==> src/design/vnb_pkg.sv <==
// ----------------------------------------------------------------------------
// vnb_pkg
// Shared types and constants for the vertical normalized blur.
// ----------------------------------------------------------------------------
package vnb_pkg;

  localparam int MAX_RADIUS_DEF   = 32;
  localparam int CHANNEL_BITS_DEF = 24;

  localparam int ROW_W   = 16;  // row counter
  localparam int RAD_W   = 6;   // radius register
  localparam int STR_W   = 6;   // tap stride register
  localparam int SLOT_W  = 7;   // window slot / tap index, covers depth up to 127
  localparam int WGT_W   = 16;  // Q0.16 weight
  localparam int QUEUE_DEPTH = 4;
  localparam int QPTR_W  = 2;

  localparam int CFG_ADDR_W = 3;
  localparam int CFG_DATA_W = 32;

  localparam logic OP_LOAD_WEIGHT = 1'b0;
  localparam logic OP_PUSH_PIXEL  = 1'b1;

  localparam logic REG_RADIUS = 1'b0;
  localparam logic REG_STRIDE = 1'b1;

  // one output row to compute
  typedef struct packed {
    logic [ROW_W-1:0]  y;
    logic [ROW_W-1:0]  bottom;
    logic [SLOT_W-1:0] bottom_slot;
    logic [RAD_W-1:0]  r;
    logic [STR_W-1:0]  s;
    logic              last;
  } job_t;

  typedef struct packed {
    logic              pix_we;
    logic [SLOT_W-1:0] pix_slot;
    logic              wgt_we;
    logic [SLOT_W-1:0] wgt_idx;
    logic [WGT_W-1:0]  wgt_val;
  } mem_wr_t;

  typedef struct packed {
    logic empty;
    logic full;
  } q_stat_t;

endpackage

==> src/design/vnb_queue.sv <==
// ----------------------------------------------------------------------------
// vnb_queue
// Small job FIFO between the front and the back.
// ----------------------------------------------------------------------------
module vnb_queue (
  input  logic          clk,
  input  logic          rst,
  input  logic          push,
  input  vnb_pkg::job_t push_job,
  input  logic          pop,
  output vnb_pkg::job_t pop_job,
  output vnb_pkg::q_stat_t stat
);
  import vnb_pkg::*;

  job_t              mem [QUEUE_DEPTH];
  logic [QPTR_W-1:0] wptr;
  logic [QPTR_W-1:0] rptr;
  logic [QPTR_W:0]   count;

  assign stat.empty = (count == '0);
  assign stat.full  = (count == (QPTR_W+1)'(QUEUE_DEPTH));
  assign pop_job    = mem[rptr];

  always_ff @(posedge clk) begin
    if (push) begin
      mem[wptr] <= push_job;
    end
  end

  always_ff @(posedge clk) begin
    if (rst) begin
      wptr  <= '0;
      rptr  <= '0;
      count <= '0;
    end else begin
      if (push) wptr <= wptr + 1'b1;
      if (pop) rptr <= rptr + 1'b1;
      case ({push, pop})
        2'b10:   count <= count + 1'b1;
        2'b01:   count <= count - 1'b1;
        default: count <= count;
      endcase
    end
  end

endmodule

==> config.mk <==
export PLATFORM = sky130hd
export DESIGN_NAME = vnb_queue
export DESIGN_NICKNAME = d
export VERILOG_FILES = /design/src/design/vnb_pkg.sv /design/src/design/vnb_queue.sv
export SDC_FILE = /design/constraint.sdc
export NUM_CORES = 1
export LEC_CHECK = 0
export ABC_AREA = 1
export BUFFER_PORTS_ARGS = -buffer_cell sky130_fd_sc_hd__buf_2
export CAP_MARGIN = 20
export CORE_UTILIZATION = 57
export DETAILED_ROUTE_END_ITERATION = 8
export GPL_ROUTABILITY_DRIVEN = 0
export PLACE_DENSITY = 0.77
export SETUP_SLACK_MARGIN = 0.05
export SLEW_MARGIN = 0
export SYNTH_ARGS = -nofsm -noshare
export SYNTH_HDL_FRONTEND = slang
export SYNTH_SLANG_ARGS = --single-unit
==> constraint.sdc <==
create_clock -name clk -period 2.56 [get_ports clk]
set_clock_uncertainty 0.1 [all_clocks]
set_input_delay 0.256 -clock clk [delete_from_list [all_inputs] [get_ports clk]]
set_output_delay 0.256 -clock clk [all_outputs]
set_load 0.1 [all_outputs]
==> results of run 1 <==
-- area by class of cell --
class	count	area, um^2	share of cell area, %
clock inverter	11	53.8	0.491
sequential	217	6430	58.7
inverter	18	72.6	0.663
timing repair buffer	176	1500	13.7
tap	184	230	2.10
multi-input combinational	293	2070	18.9
clock buffer	29	598	5.46
-- layer usage --
| metal | track usage (%) | share of wire, % | wire length [um] |
|---|---|---|---|
| met2 | 40.7 | 51 | 8900 |
| met5 | 0 | 0 | 0 |
| met4 | 6.17 | 1.5 | 260 |
| met3 | 4.19 | 5.2 | 905 |
| met1 | 27.6 | 42 | 7220 |
-- worst paths after layout --
kind,start,end,slack (ns),cells past startpoint
setup / recovery,flip-flop,pop_job[28],0.12,4
hold reg to reg,rptr[1],flip-flop,0.33,1
setup reg to reg,wptr[0],mem[0][28],0.89,5
hold / removal,push,wptr[0],0.03,3
-- state kept, by name (all words and copies together), names as in the netlist, named ones only --
register	flops
count	3
rptr	2
wptr	2
mem	208
-- metrics by stage --
step                total power, mW  cells  worst slack (ns)  utilization, %
floorplan                      5.52    560             0.450               -
global route                   9.08    928            0.0223            74.5
detailed placement             5.94    836             0.606            66.2
CTS                            8.85    928            0.0695            74.2
global placement               5.90    836             0.652            66.2
finish                         8.81    928             0.119            74.5
-- worst max-delay path, cell delays in order (launching register included) --
cell,delay (ns)
dfxtp_4,0.38
buf_12,0.37
o21ai_0,0.18
o22ai_2,0.20
buf_2,0.46
-- report_power, final --
group / internal, mW / switching [mW]
clock: 1.64 / 1.22
combinational: 0.461 / 1.38
sequential: 4.05 / 0.0453
total: 6.16 / 2.65
-- synthesized netlist by cell type, types with 3 or more instances --
library cell  instances
o21ai_0              96
buf_12                5
o21ai_1              14
a21oi_1               5
ha_1                  5
nand2_1               9
o22ai_2              38
dfxtp_1               9
buf_2                 9
nor2_1               67
buf_6                 3
inv_1                16
nor2_4               38
clkbuf_1             14
edfxtp_1            208
o22ai_1              14
-- cells by family (layout without fill, tap and decap cells) --
family	after synthesis	after routing	share of synthesized area, %
AO/OA/AOI/OAI	167	167	13.1
buffers and inverters	50	234	3.52
adder cells (fa/ha/maj)	6	6	0.949
flip-flops	217	217	73.9
AND/OR/NAND/NOR	120	120	8.58
-- what timing repair did --
item                                    in CTS  in global routing
endpoints found under the setup margin       0                 21
hold buffers                                52                  0
gates resized for setup                      0                 20
hold endpoints to repair                   208                  0
==> results.yml, run 1 <==
timing:
  hold_viol: 0
  rsz0062_at_grt: "no"
  setup_viol: 0
  worst_pin_slew_ns: 0.561
  fmax_ghz: 0.410
  worst_hold_slack_ns: 0.0308
  setup_tns_ns: 0
  period_share_pct: 95.4
  maxSlewViolCount: 0
  fin_crit_ns: 2.44
  relSlewSlack_pct: 62.6
logic_synthesis:
  yosys.area.top_type: "edfxtp_1"
  synth-async-reset-ratio_pct: 0
  synth.distinct_cells: 23
  ys_ff_latch: 217
  syn_inst: 560
  ys.warnings.count: 0
  ys_top_cells_by_area: "edfxtp_1 72%, o21ai_0 5.5%, o22ai_2 5.5%"
  synth_edf_count: 208
  yosysSeqAreaShare_pct: 73.9
  avgSynthCellArea_um2: 15.5
  synth_top_area_share_pct: 71.8
  syn_nets: 622
  netlist_area_um2: 8700
  synthFlopType: "edfxtp_1"
cells_and_area:
  area_growth_syn_to_layout_pct: 25.9
  num_antenna_cells: 0
  drive_above_1_share_pct: 33.9
  fillers: 882
  fin_area_um2: 11000
  layout_commonest_cell: "edfxtp_1"
  final_cell_mix: "208 x edfxtp_1, 96 x o21ai_0, 77 x buf_2, 67 x nor2_1"
  nets: 790
drt:
  dr.pass1.iters: 7
  drt-total-wl_mm: 17.3
  ant_nets: 0
  num_vias: 5183
  wl_per_cell_um: 18.6
  viasPerCell: 5.59
  drt_iter0_drc: 376
  drc: 9
floorplan:
  core_area_um2: 14700
  dieArea_um2: 15800
  io_pins: 110
  die_x_um: 126
  fp.dieH_um: 126
  initial_utilization_pct: 59.2
  num_rows: 44
worst_setup_path:
  start_kind: "flip-flop"
  crit_type: "flip-flop to output port"
  worst_ep_required_time_ns: 2.20
  crit_fanout: 104
  worst_ep_arrival_time_ns: 2.09
  critPathCaptureType: "output port"
place:
  place_hpwl_mm: 9.85
  port-buffer-count: 109
  placed_area_um2: 9730
clock_network:
  clkTransAtPathRegs_ns: 0.06
  cts_tree: "built"
  cts.sinks: 217
  cts_buffers: 22
  htree_levels: 1
  clock_latency_ns: 0.49
  cts_setup_buffers: 0
  cts_root_buffer: "clkbuf_16"
  cts.path.max_buffers: 3
power_and_ir_drop:
  ir_worst_vdd_uv: 797
  p_leak_nw: 3.86
  cellPowerDensity_nw_per_um2: 805
global_route:
  grt_pass1_wl_mm: 27.4
  antenna_found_initial: 0
  grt_max_degree: 105
  gr-total-overflow: 0
  grt_pass1_vias: 5456
  globalRouteTotalUtil_pct: 22.5
flow_run:
  drv_cap: 0
run_status:
  status: "finished, violations left"
  violations: "design-rule violations"
worst_hold_path:
  hp-class: "input pin to flip-flop"
No activity file was read; power rests on OpenSTA's default activity.
==> inputs of run 2 (changes only) <==
--- a/config.mk
+++ b/config.mk
@@ -6,7 +6,7 @@
 export NUM_CORES = 1
 export LEC_CHECK = 0
 export ABC_AREA = 1
-export BUFFER_PORTS_ARGS = -buffer_cell sky130_fd_sc_hd__buf_2
+export BUFFER_PORTS_ARGS = -buffer_cell sky130_fd_sc_hd__buf_4
 export CAP_MARGIN = 20
 export CORE_UTILIZATION = 57
 export DETAILED_ROUTE_END_ITERATION = 8
==> run 2 against run 1 <==
Effect of this change: largest power group unchanged; the run still ends with design-rule violations left; largest cell class unchanged; sequential share of layout area fell by 0.73 points; critical path type unchanged; cell count increased by 0.22%; maximum frequency about the same.
==> results.yml, run 2 (synthesis gave the netlist of run 1 again) <==
cells_and_area:
  final_cell_mix: "208 x edfxtp_1, 110 x buf_4, 96 x o21ai_0, 67 x nor2_1, 55 x dlygate4sd3_1"
  layout_commonest_cell: "edfxtp_1"
  drive_above_1_share_pct: 33.9
  layout_top_registers: "mem (208), count (3)"
  top_register: "mem"
  nets: 794
  largest_reg_flops: 208
  num_antenna_cells: 0
  area_growth_syn_to_layout_pct: 27.5
  fin_area_um2: 11100
  instances_no_fill: 930
drt:
  wl_per_cell_um: 19.2
  ant_nets: 0
  num_vias: 5272
  viasPerCell: 5.67
  drt-total-wl_mm: 17.8
  drt_iter0_drc: 341
  dr.pass1.iters: 7
  drc: 9
timing:
  worst_pin_slew_ns: 0.530
  hold_viol: 0
  fmax_ghz: 0.410
  fin_ws_ns: 0.119
  setup_tns_ns: 0
  relSlewSlack_pct: 64.6
  period_share_pct: 95.3
  fin_crit_ns: 2.44
  setup_viol: 0
  rsz0062_at_grt: "no"
  maxSlewViolCount: 0
global_route:
  grt_max_degree: 68
  grt_pass1_vias: 5538
  grt_pass1_wl_mm: 28.1
  antenna_found_initial: 0
  gr-total-overflow: 0
  globalRouteTotalUtil_pct: 23.1
worst_hold_path:
  hp-class: "flip-flop to flip-flop"
worst_setup_path:
  crit_fanout: 42
  worst_ep_arrival_time_ns: 2.08
  crit_type: "flip-flop to output port"
  worst_ep_required_time_ns: 2.20
  start_kind: "flip-flop"
  critPathCaptureType: "output port"
floorplan:
  initial_utilization_pct: 59.2
  fp.dieH_um: 126
  core_area_um2: 14700
  die_x_um: 126
  io_pins: 110
  dieArea_um2: 15800
  num_rows: 44
clock_network:
  clkTransAtPathRegs_ns: 0.06
  cts_buffers: 22
  clock_latency_ns: 0.49
  cts_tree: "built"
  cts.path.max_buffers: 3
  htree_levels: 1
  cts.sinks: 217
  cts_root_buffer: "clkbuf_16"
power_and_ir_drop:
  cellPowerDensity_nw_per_um2: 802
  ir_worst_vdd_uv: 589
  p_leak_nw: 3.92
run_status:
  violations: "design-rule violations"
  status: "finished, violations left"
place:
  placed_area_um2: 9840
  dp.cells: 836
  place_hpwl_mm: 10.0
  dp_slack_ns: 0.491
  port-buffer-count: 109
flow_run:
  drv_cap: 0
## run 2: changes by cell type in the layout (fill, tap and decap cells not counted), moves of 2 or more
cell | before | now
buf_12 | 19 | 9
buf_2 | 77 | 0
buf_4 | 8 | 110
buf_6 | 1 | 5
clkbuf_1 | 6 | 4
clkbuf_4 | 19 | 0
dlygate4sd3_1 | 52 | 55
## run 2: path summary, 6_finish.rpt
| path | from | to | slack [ns] | depth (start not counted) |
|---|---|---|---|---|
| hold reg to reg | rptr[1] | flip-flop | 0.35 | 1 |
| setup reg to reg | wptr[0] | mem[2][37] | 0.82 | 5 |
| setup / recovery | flip-flop | pop_job[22] | 0.12 | 5 |
| hold / removal | rptr[1] | flip-flop | 0.35 | 1 |
## run 2: layer usage
metal	share of wire, %	global-route usage [%]
met3	5.3	4.58
met5	0	0
met1	41	28.0
met2	52	41.1
met4	2.1	8.39
## run 2: power breakdown
group | internal [mW] | switching (mW) | total, mW | leakage [nW]
registers | 4.05 | 0.0584 | 4.11 | 1.99
clock network | 1.72 | 1.23 | 2.95 | 0.323
logic | 0.465 | 1.37 | 1.83 | 1.61
## run 2: timing repair
action,4_1_cts,5_1_grt
gates cloned,0,0
hold buffers,55,0
endpoints found under the setup margin,31,6
endpoints found under the hold margin,213,0
resized for setup,2,5
buffers inserted,1,0
## run 2: area by class of cell
type	instances	area, um^2
fillers	850	3610
multi-input cells	293	2070
well taps	184	230
clock buffers	27	591
clock inverters	11	70.1
flip-flops and latches	217	6430
inverters	18	75.1
repair buffers	180	1630
## run 2: metrics by stage
stage	hold WS (ns)	util [%]	power (mW)
floorplan	0.255	-	5.52
CTS	0.348	75.3	8.94
detailed placement	0.331	67.0	5.94
global route	0.358	75.5	9.15
finish	0.348	75.5	8.90
global placement	0.314	67.0	5.90
## run 2: worst max-delay path, stage by stage, from the launching register on
cell,delay [ns]
dfxtp_4,0.44
inv_8,0.23
buf_12,0.29
nor2_1,0.10
o22ai_2,0.19
buf_4,0.31
