--- src/design/vnb_pkg.sv ---
// ----------------------------------------------------------------------------
// vnb_pkg
// Shared types and constants for the vertical normalized blur.
// ----------------------------------------------------------------------------
package vnb_pkg;

  localparam int MAX_RADIUS_DEF   = 32;
  localparam int CHANNEL_BITS_DEF = 24;

  localparam int ROW_W   = 16;  // row counter
  localparam int RAD_W   = 6;   // radius register
  localparam int STR_W   = 6;   // tap stride register
  localparam int SLOT_W  = 7;   // window slot / tap index, covers depth up to 127
  localparam int WGT_W   = 16;  // Q0.16 weight
  localparam int QUEUE_DEPTH = 4;
  localparam int QPTR_W  = 2;

  localparam int CFG_ADDR_W = 3;
  localparam int CFG_DATA_W = 32;

  localparam logic OP_LOAD_WEIGHT = 1'b0;
  localparam logic OP_PUSH_PIXEL  = 1'b1;

  localparam logic REG_RADIUS = 1'b0;
  localparam logic REG_STRIDE = 1'b1;

  // one output row to compute
  typedef struct packed {
    logic [ROW_W-1:0]  y;
    logic [ROW_W-1:0]  bottom;
    logic [SLOT_W-1:0] bottom_slot;
    logic [RAD_W-1:0]  r;
    logic [STR_W-1:0]  s;
    logic              last;
  } job_t;

  typedef struct packed {
    logic              pix_we;
    logic [SLOT_W-1:0] pix_slot;
    logic              wgt_we;
    logic [SLOT_W-1:0] wgt_idx;
    logic [WGT_W-1:0]  wgt_val;
  } mem_wr_t;

  typedef struct packed {
    logic empty;
    logic full;
  } q_stat_t;

endpackage

--- src/design/vnb_front.sv ---
// ----------------------------------------------------------------------------
// vnb_front
// Accepts words, stores weights and pixels, and queues the rows to emit.
// ----------------------------------------------------------------------------
module vnb_front #(
  parameter int MAX_RADIUS   = vnb_pkg::MAX_RADIUS_DEF,
  parameter int CHANNEL_BITS = vnb_pkg::CHANNEL_BITS_DEF
) (
  input  logic                          clk,
  input  logic                          rst,
  input  logic                          in_valid,
  output logic                          in_ready,
  input  logic                          opcode,
  input  logic [vnb_pkg::SLOT_W-1:0]    weight_index,
  input  logic [vnb_pkg::WGT_W-1:0]     weight_value,
  input  logic [4*CHANNEL_BITS-1:0]     pixel,
  input  logic                          column_end,
  input  logic [vnb_pkg::RAD_W-1:0]     radius,
  input  logic [vnb_pkg::STR_W-1:0]     tap_stride,
  input  vnb_pkg::q_stat_t              q_stat,
  input  logic                          back_idle,
  output logic                          job_push,
  output vnb_pkg::job_t                 job,
  output vnb_pkg::mem_wr_t              wr,
  output logic [4*CHANNEL_BITS-1:0]     wr_pixel
);
  import vnb_pkg::*;

  localparam int DEPTH = 2 * MAX_RADIUS + 1;

  typedef enum logic [1:0] {
    F_IDLE  = 2'b01,
    F_FLUSH = 2'b10
  } fstate_t;

  fstate_t           state;
  logic [ROW_W-1:0]  row_count;
  logic [SLOT_W-1:0] cur_slot;
  job_t              flush_job;
  logic              accept;
  logic [RAD_W-1:0]  r_eff;
  logic [STR_W-1:0]  s_eff;
  logic              push_px;

  assign in_ready = (state == F_IDLE) && q_stat.empty && back_idle;
  assign accept   = in_valid && in_ready;
  assign push_px  = accept && (opcode == OP_PUSH_PIXEL);

  assign r_eff = (radius > RAD_W'(MAX_RADIUS)) ? RAD_W'(MAX_RADIUS) : radius;
  assign s_eff = (tap_stride == '0) ? STR_W'(1) : tap_stride;

  always_comb begin
    wr.pix_we   = push_px;
    wr.pix_slot = cur_slot;
    wr.wgt_we   = accept && (opcode == OP_LOAD_WEIGHT) &&
                  (weight_index < SLOT_W'(DEPTH));
    wr.wgt_idx  = weight_index;
    wr.wgt_val  = weight_value;
    wr_pixel    = pixel;
  end

  always_comb begin
    job_push        = 1'b0;
    job.y           = row_count - ROW_W'(r_eff);
    job.bottom      = row_count;
    job.bottom_slot = cur_slot;
    job.r           = r_eff;
    job.s           = s_eff;
    job.last        = 1'b0;
    unique case (state)
      F_IDLE: begin
        job_push = push_px && !column_end && (row_count >= ROW_W'(r_eff));
      end
      F_FLUSH: begin
        job      = flush_job;
        job.last = (flush_job.y == flush_job.bottom);
        job_push = !q_stat.full;
      end
      default: job_push = 1'b0;
    endcase
  end

  always_ff @(posedge clk) begin
    if (rst) begin
      state     <= F_IDLE;
      row_count <= '0;
      cur_slot  <= '0;
    end else begin
      unique case (state)
        F_IDLE: begin
          if (push_px) begin
            if (column_end) begin
              state     <= F_FLUSH;
              row_count <= '0;
              cur_slot  <= '0;
            end else begin
              row_count <= row_count + 1'b1;
              if (row_count == '1 || cur_slot == SLOT_W'(DEPTH - 1)) begin
                cur_slot <= '0;
              end else begin
                cur_slot <= cur_slot + 1'b1;
              end
            end
          end
        end
        F_FLUSH: begin
          if (!q_stat.full && flush_job.y == flush_job.bottom) begin
            state <= F_IDLE;
          end
        end
        default: state <= F_IDLE;
      endcase
    end
  end

  always_ff @(posedge clk) begin
    if (state == F_IDLE && push_px && column_end) begin
      flush_job.y           <= (row_count >= ROW_W'(r_eff)) ?
                               row_count - ROW_W'(r_eff) : '0;
      flush_job.bottom      <= row_count;
      flush_job.bottom_slot <= cur_slot;
      flush_job.r           <= r_eff;
      flush_job.s           <= s_eff;
      flush_job.last        <= 1'b0;
    end else if (state == F_FLUSH && !q_stat.full) begin
      flush_job.y <= flush_job.y + 1'b1;
    end
  end

endmodule

--- config.mk ---
export PLATFORM = sky130hd
export DESIGN_NAME = vnb_front
export DESIGN_NICKNAME = d
export VERILOG_FILES = /design/src/design/vnb_pkg.sv /design/src/design/vnb_front.sv
export SDC_FILE = /design/constraint.sdc
export NUM_CORES = 1
export LEC_CHECK = 0
export BUFFER_PORTS_ARGS = -buffer_cell sky130_fd_sc_hd__buf_4
export CAP_MARGIN = 30
export CORE_ASPECT_RATIO = 0.7
export CORE_UTILIZATION = 35
export CTS_CLUSTER_DIAMETER = 80
export DETAILED_ROUTE_END_ITERATION = 10
export GPL_TIMING_DRIVEN = 0
export PLACE_DENSITY = 0.78
export RECOVER_POWER = 25
export SYNTH_ARGS = -nofsm -noshare
export SYNTH_HDL_FRONTEND = slang
export SYNTH_SLANG_ARGS = --single-unit
--- constraint.sdc ---
create_clock -name clk -period 3.5 [get_ports clk]
set_input_delay 0.35 -clock clk [delete_from_list [all_inputs] [get_ports clk]]
set_output_delay 0.35 -clock clk [all_outputs]
set_load 0.1 [all_outputs]
==> summary.md, run 1 <==
| Metric | Value |
|---|---|
| Number of placed instances with taps included | roughly 1,000 |
| Minimum setup slack in the final design | between 0.15 and 0.2 ns |
| Share of synthesized flip-flops with an asynchronous set or reset | 0% |
| Cts bufs inserted | 9 |
| Unrepaired setup endpoints after global routing | no |
| Failing checks | DRC |
| Final antenna diode count | 0 |
| Net switching power of the design | 1.23 mW |
| Clock slew at reported path FFs | around 0.06 ns |
| Area inside the core boundary | roughly 15,000 sq um |
| Aggregate negative setup slack | 0 ns |
| Classification of the worst setup path | flip-flop to output pin |
| Cells taking the most area after synthesis | sky130_fd_sc_hd__edfxtp_1 (28%), sky130_fd_sc_hd__buf_4 (17%), sky130_fd_sc_hd__dfxtp_1 (9.1%) |
| Final critical-path required period | roughly 3.3 ns |
| Share of power burned in registers | between 30% and 40% |
| Proportion of power drawn by the clock network | between 30 and 40% |
| Global-route total usage across every layer | between 20% and 30% |
| Final worst path period share | a little over nine tenths |
| CTS root buffer | sky130_fd_sc_hd__clkbuf_16 |
| Global route overflow | 0 |
| Worst min path class | input port to flip-flop |
| Maximum capacitance violations | 0 |
| Worst IR drop on VDD | roughly 240 uV |
| Setup slack, reg-to-reg | about 0.61 ns |
| Pre-CTS worst setup slack | 0.267 ns |
| Initial cell density of the core | 36.6% |
| Top cells by instance count after synthesis | sky130_fd_sc_hd__buf_4 (122), sky130_fd_sc_hd__nand2_1 (55), sky130_fd_sc_hd__edfxtp_1 (51), sky130_fd_sc_hd__nor2_1 (35), sky130_fd_sc_hd__xor2_1 (34) |
| RD Place Congestion | between 0.9 and 1 |
| Post-DP HPWL | 13.7 mm |
| Worst endpoint required time | 3.15 ns |
| Cell area reported after detailed placement | between 7000 and 8000 sq um |
| Die Span Y | roughly 110 um |
| Top-Level Pins | 321 |
| Status | complete, but fails checks |
| Synthesized area per cell | 9.28 sq um |
| Largest net degree at the start of global routing | 24 |
| Area share of the leading cell type in the synthesized netlist | between 20 and 30% |
| Worst Skew | 0.0100 ns |
| Number of optimization iterations in the first detailed-route pass | 7 |
| Die area | around 16,000 sq um |
| First-pass GRT wire length | 25.1 mm |
| Slew at the pin with the worst max-slew slack | ~1.2 ns |
| PD cells | 400 nW/um^2 |
| Final standard cell count with taps included and fillers excluded | approximately 1,000 |
| Max Transition Viols Final | 0 |
| Total length of routed wires | about 17 mm |
| Clock tree from TritonCTS | built |
| Internal power component | around 1.8 mW |
| Core utilization of the finished layout | 49.9% |
| Die X-Extent | roughly 150 um |
| Synthesized Nets | around 750 |
| Number of register bits inferred by synthesis | 76 |
| Yosys Warn Count | 0 |
| Static Leak | 3.36 nW |
| DRT antenna net count | 0 |
| Maximum net fanout on the critical path | 7 |
| Kind of end point of the critical path | output pin |
| Share of post-route cells with drive strength above 1 | 43.2% |
| Number of cell rows | 37 |
| Most numerous cell in the Yosys netlist | sky130_fd_sc_hd__buf_4 |
| Via count of the routed design | 4,770 |
| Clock tree sinks | between 70 and 80 |
| Post-Route Hold Slack | about 0.31 ns |
| Logic gate share of total power | 36.9% |
| Count of flip-flops with a built-in enable after synthesis | just over 50 |
| Post-route cell area | about 7500 sq um |
| Main flop type after synthesis | sky130_fd_sc_hd__edfxtp_1 |
| Port Buffer Count | ~210 |
| Max_slew headroom | about a fifth |
| Max Freq | approximately 0.3 GHz |
| Number of antenna violations at the first check in global routing | 0 |
| Cell accounting for the most synthesized area | sky130_fd_sc_hd__edfxtp_1 |
| Via-to-Cell Ratio | approximately 4.7 |
| Vias in the first global route | around 4,300 |
| Per-cell routed wire length | around 17 um |
| Layout Area Growth over Synthesis | 36.3% |
| Final hold viol count | 0 |
| Worst-case clock buffer depth | 2 |
| Sequential element share of the synthesized area | 36.9% |
| CP startpoint kind | flip-flop |
| Fin nets | between 900 and 1,000 |
| Combined area of all synthesized cells | between 5000 and 6000 sq um |
| Crit path DAT | 2.97 ns |
| Synth cell types | 58 |
| Gate count after technology mapping | between 500 and 600 |
| Switching power share of the total | between 40% and 50% |
| Maximum level of the CTS H-tree | 3 |
| Violation count after the first detailed-routing iteration | 349 |
| Overall power after layout | between 3 and 4 mW |
| Setup-violating endpoint count in the final report | 0 |
| Post-detailed-route DRC marker count | 18 |
| Clock latency at the later pin of the worst-skew pair | about 0.34 ns |
-- power by group through the flow --
stage / registers, mW / clock network (mW) / logic (mW)
finish: 0.962 / 0.932 / 1.11
global placement: 0.981 / 0 / 1.13
global route: 0.962 / 0.977 / 1.14
CTS: 0.962 / 0.943 / 1.13
floorplan: 0.982 / 0 / 0.920
detailed placement: 0.981 / 0 / 1.13
-- final cells by class --
cell class	count	area (sq um)
inverters	26	97.6
plain buffers	151	1070
repair buffers	209	1410
clock buffers	13	283
clock inverters	3	18.8
flip-flops and latches	76	2030
multi-input cells	340	2360
well taps	195	244
fillers	1432	7540
-- cell families after synthesis --
logic type                 share of synthesized area, %
muxes                                              6.75
adders and majority gates                          3.09
and+or+nand+nor                                    16.2
DFF                                                36.9
AOI/OAI and AO/OA                                  6.23
xor gates and xnor gates                           9.70
buffers and inverters                              21.1
-- timing repair --
item | 4_1_cts | 5_1_grt
hold buffers | 0 | 0
buffers inserted | 0 | 0
setup endpoints to repair | 0 | 6
hold endpoints to repair | 0 | 0
gates resized for setup | 0 | 2
-- state kept, by name, indices dropped and copies added (netlist names) --
register,cells
flush_job,51
cur_slot,7
state,2
row_count,16
-- metal layers --
layer,routed length (um),GRT usage (%),vias to the layer above
met3,1230,4.49,11
met1,8260,31.3,2234
met4,144,5.03,0
li1,-,-,2340
met5,0,0,-
met2,7260,28.9,185
-- path summary, 6_finish.rpt --
kind                      start             to  depth (start not counted)
setup / recovery   row_count[0]        job[44]                         10
setup reg to reg       state[1]  flush_job[39]                          8
hold / removal       column_end   row_count[1]                          3
hold reg to reg   row_count[12]  flush_job[32]                          0
-- worst max-delay path: stages (launching register included) --
cell                       delay [ns]
sky130_fd_sc_hd__dfxtp_1         0.48
sky130_fd_sc_hd__inv_1           0.10
sky130_fd_sc_hd__ha_1            0.25
sky130_fd_sc_hd__fa_1            0.40
sky130_fd_sc_hd__nand2b_1        0.18
sky130_fd_sc_hd__a21oi_1         0.16
sky130_fd_sc_hd__o21a_2          0.22
sky130_fd_sc_hd__nor4_1          0.08
sky130_fd_sc_hd__xnor2_1         0.18
sky130_fd_sc_hd__mux2i_1         0.24
sky130_fd_sc_hd__buf_4           0.33
-- cells in the final DEF (no fill, tap or decap), drive strengths merged, types with 9 or more instances in the layout --
cell and instances:
mux2i 9, clkbuf 85, nor3 9, o21ai 25, nand4 10, a21oi 9
mux2 25, dfxtp 25, edfxtp 51, xnor2 27, buf 287, inv 25
ha 12, nand3 20, nand2 56, nor2 35, xor2 34
Note: power is estimated with default switching activity, not from simulation.
==> inputs of run 2 (changes only) <==
--- a/config.mk
+++ b/config.mk
@@ -5,14 +5,14 @@
 export SDC_FILE = /design/constraint.sdc
 export NUM_CORES = 1
 export LEC_CHECK = 0
-export BUFFER_PORTS_ARGS = -buffer_cell sky130_fd_sc_hd__buf_4
 export CAP_MARGIN = 30
 export CORE_ASPECT_RATIO = 0.7
 export CORE_UTILIZATION = 35
 export CTS_CLUSTER_DIAMETER = 80
 export DETAILED_ROUTE_END_ITERATION = 10
+export DONT_BUFFER_PORTS = 1
 export GPL_TIMING_DRIVEN = 0
-export PLACE_DENSITY = 0.78
+export PLACE_DENSITY = 0.61
 export RECOVER_POWER = 25
 export SYNTH_ARGS = -nofsm -noshare
 export SYNTH_HDL_FRONTEND = slang
==> run 2 against run 1 <==
Critical path depth decreased by 3. Flip-flop and latch count unchanged. Clock power fell by 4.0%. First-iteration DRC count is 26% lower. Power decreased by 4.1%. Sequential power barely moved. Worst hold slack worse by 0.13 ns. Largest power group unchanged. The flow still finishes with violations (DRC). Die area unchanged.
==> summary.md, run 2 (synthesized netlist as in run 1, its figures left out) <==
| Metric | Value |
|---|---|
| Commonest non-fill, non-tap cell in the layout | sky130_fd_sc_hd__buf_4 (unchanged) |
| Vias in the first global route | 4,004 (was 4,322) |
| Worst endpoint required time | 3.15 ns (about the same) |
| Registers with the most flip-flops | flush_job x51, row_count x16, cur_slot x7 (unchanged) |
| Maximum level of the CTS H-tree | 3 (unchanged) |
| Max FFs per register | 51 (unchanged) |
| Final critical-path required period | 3.36 ns (was 3.32 ns) |
| First-pass GRT wire length | 22.5 mm (was 25.1 mm) |
| Post-CTS setup-driven buffer insertion count | 0 (unchanged) |
| Layout Area Growth over Synthesis | 23.9% (was 36.3%) |
| Met3 WL | 874 um (was 1.23 mm) |
| Final worst path period share | 95.9% (was 94.9%) |
| Maximum net fanout on the critical path | 10 (was 7) |
| Number of cell rows | 37 (unchanged) |
| Global-route total usage across every layer | 18.3% (was 20.5%) |
| Maximum capacitance violations | 0 (unchanged) |
| Overall power after layout | 2.88 mW (was 3.00 mW) |
| Clock tree from TritonCTS | built (unchanged) |
| CP startpoint kind | flip-flop (unchanged) |
| Classification of the worst setup path | flip-flop to output pin (unchanged) |
| Global route overflow | 0 (unchanged) |
| Failing checks | DRC (unchanged) |
| Worst-case clock buffer depth | 2 (unchanged) |
| Sum of met2 wire segment lengths after detailed routing | 7.18 mm (was 7.26 mm) |
| Die X-Extent | 152 um (unchanged) |
| Area inside the core boundary | 15,000 sq um (unchanged) |
| Initial cell density of the core | 36.6% (unchanged) |
| Violation count after the first detailed-routing iteration | 258 (was 349) |
| Status | complete, but fails checks (unchanged) |
| Highest metal used | met4 (unchanged) |
| Setup-violating endpoint count in the final report | 0 (unchanged) |
| Clock tree sinks | 76 (unchanged) |
| Core utilization of the finished layout | 45.3% (was 49.9%) |
| Worst IR drop on VDD | 221 uV (was 243 uV) |
| Slew at the pin with the worst max-slew slack | 1.23 ns (was 1.20 ns) |
| Max Freq | 0.298 GHz (was 0.301 GHz) |
| Per-cell routed wire length | 18.4 um (was 16.7 um) |
| Beginning of the worst register-to-register path | state[1] (unchanged) |
| Port Buffer Count | 0 (was 208) |
| Static Leak | 2.74 nW (was 3.36 nW) |
| Post-Route Hold Slack | 0.180 ns (was 0.310 ns) |
| Die area | 16,200 sq um (unchanged) |
| Unrepaired setup endpoints after global routing | no (unchanged) |
| Reg2Reg Depth | 8 (unchanged) |
| Setup slack, reg-to-reg | 0.62 ns (was 0.61 ns) |
| Clock latency at the later pin of the worst-skew pair | 0.34 ns (about the same) |
| FF-to-FF End | flush_job[38] (was flush_job[39]) |
| DRT antenna net count | 0 (unchanged) |
| RD Place Congestion | 0.930 (was 0.910) |
| Worst Skew | 0.00798 ns (was 0.0100 ns) |
| Cts bufs inserted | 9 (unchanged) |
| Via count of the routed design | 4,226 (was 4,770) |
| Hold-fix buffer count after cts | 0 (unchanged) |
| Fin nets | 792 (was 965) |
| Share of post-route cells with drive strength above 1 | 30.9% (was 43.2%) |
| Register ranked first by flip-flop count | flush_job (unchanged) |
| Max_slew headroom | 18.1% (was 20.5%) |
| Kind of end point of the critical path | output pin (unchanged) |
| Clock slew at reported path FFs | 0.07 ns (was 0.06 ns) |
| Post-DP HPWL | 12.6 mm (was 13.7 mm) |
| Worst setup path startpoint | state[0] (was row_count[0]) |
| Die Span Y | 107 um (unchanged) |
| Crit path DAT | 3.01 ns (was 2.97 ns) |
| Quantity of gates resized following cts | 0 (unchanged) |
| CTS root buffer | sky130_fd_sc_hd__clkbuf_16 (unchanged) |
| Max Transition Viols Final | 0 (unchanged) |
| Number of optimization iterations in the first detailed-route pass | 9 (was 7) |
| Via-to-Cell Ratio | 5.03 (was 4.71) |
| Crit path to | job[39] (was job[44]) |
| Number of antenna violations at the first check in global routing | 0 (unchanged) |
| Post-detailed-route DRC marker count | 20 (was 18) |
| Total length of routed wires | 15.4 mm (was 16.9 mm) |
| Largest net degree at the start of global routing | 24 (unchanged) |
| Worst min path class | input port to flip-flop (unchanged) |
| Fill cell count | 1,403 (was 1,432) |
| PD cells | 422 nW/um^2 (was 400 nW/um^2) |
| Final antenna diode count | 0 (unchanged) |
| Top-Level Pins | 321 (unchanged) |
| Final hold viol count | 0 (unchanged) |
| WL met1 | 7.24 mm (was 8.26 mm) |
| Top library cells by usage in the layout, fill and taps aside | sky130_fd_sc_hd__buf_4 (79), sky130_fd_sc_hd__clkbuf_1 (66), sky130_fd_sc_hd__nand2_1 (55) (was sky130_fd_sc_hd__buf_4 (281), sky130_fd_sc_hd__clkbuf_1 (72), sky130_fd_sc_hd__nand2_1 (55)) |
run 2: changes by cell type in the layout (fill, tap and decap cells not counted), moves of 3 or more:
cell	before	now
sky130_fd_sc_hd__buf_4	281	79
sky130_fd_sc_hd__o21ai_1	8	4
sky130_fd_sc_hd__clkbuf_1	72	66
sky130_fd_sc_hd__buf_8	0	3
sky130_fd_sc_hd__buf_16	1	28
sky130_fd_sc_hd__o21ai_0	17	7
sky130_fd_sc_hd__clkinvlp_4	0	3
sky130_fd_sc_hd__buf_1	1	4
sky130_fd_sc_hd__o21ai_2	0	14
run 2: metal layers:
layer / up-vias / track usage (%)
met2: 177 / 28.7
li1: 1988 / -
met1: 2051 / 26.0
met5: - / 0
met4: 0 / 4.08
met3: 10 / 3.27
run 2: power by group:
part	switching [mW]	total, mW	internal [mW]	leakage, nW
Clock	0.405	0.895	0.491	0.131
Sequential	0.00497	0.962	0.957	0.707
Combinational	0.841	1.02	0.181	1.90
run 2: cell type report:
type / instances / area (sq um) / share of cell area (%)
clock inverter: 7 / 57.6 / 0.844
tap: 195 / 244 / 3.58
multi-input combinational: 340 / 2420 / 35.5
timing repair buffer: 36 / 835 / 12.2
inverter: 26 / 97.6 / 1.43
clock buffer: 9 / 225 / 3.30
sequential: 76 / 2030 / 29.8
buffer: 151 / 905 / 13.3
run 2: stage by stage:
step / worst slack (ns) / TNS [ns] / std cells / area [sq um]
finish: 0.142 / 0 / 840 / 6820
global route: 0.0200 / 0 / 840 / 6820
CTS: 0.0544 / 0 / 840 / 7030
detailed placement: 0.357 / 0 / 824 / 6750
global placement: -0.581 / -11.36 / 788 / 5790
floorplan: -0.195 / -0.374 / 593 / 5540
run 2: worst max-delay path: stages, from the launching register on:
cell,delay (ns)
sky130_fd_sc_hd__dfxtp_1,0.37
sky130_fd_sc_hd__inv_1,0.06
sky130_fd_sc_hd__ha_1,0.22
sky130_fd_sc_hd__clkbuf_1,0.27
sky130_fd_sc_hd__inv_2,0.28
sky130_fd_sc_hd__buf_1,0.62
sky130_fd_sc_hd__nand2_1,0.14
sky130_fd_sc_hd__nand2_1,0.73
run 2: how the worst min path moves through the flow:
stage / start / endpoint / slack [ns] / cells past startpoint
finish: tap_stride[2] / flush_job[3] / 0.18 / 1
global route: radius[5] / flush_job[12] / 0.17 / 1
CTS: tap_stride[2] / flush_job[3] / 0.17 / 1
detailed placement: row_count[8] / flush_job[28] / 0.42 / 0
global placement: row_count[9] / flush_job[29] / 0.41 / 0
floorplan: row_count[13] / flush_job[33] / 0.41 / 0
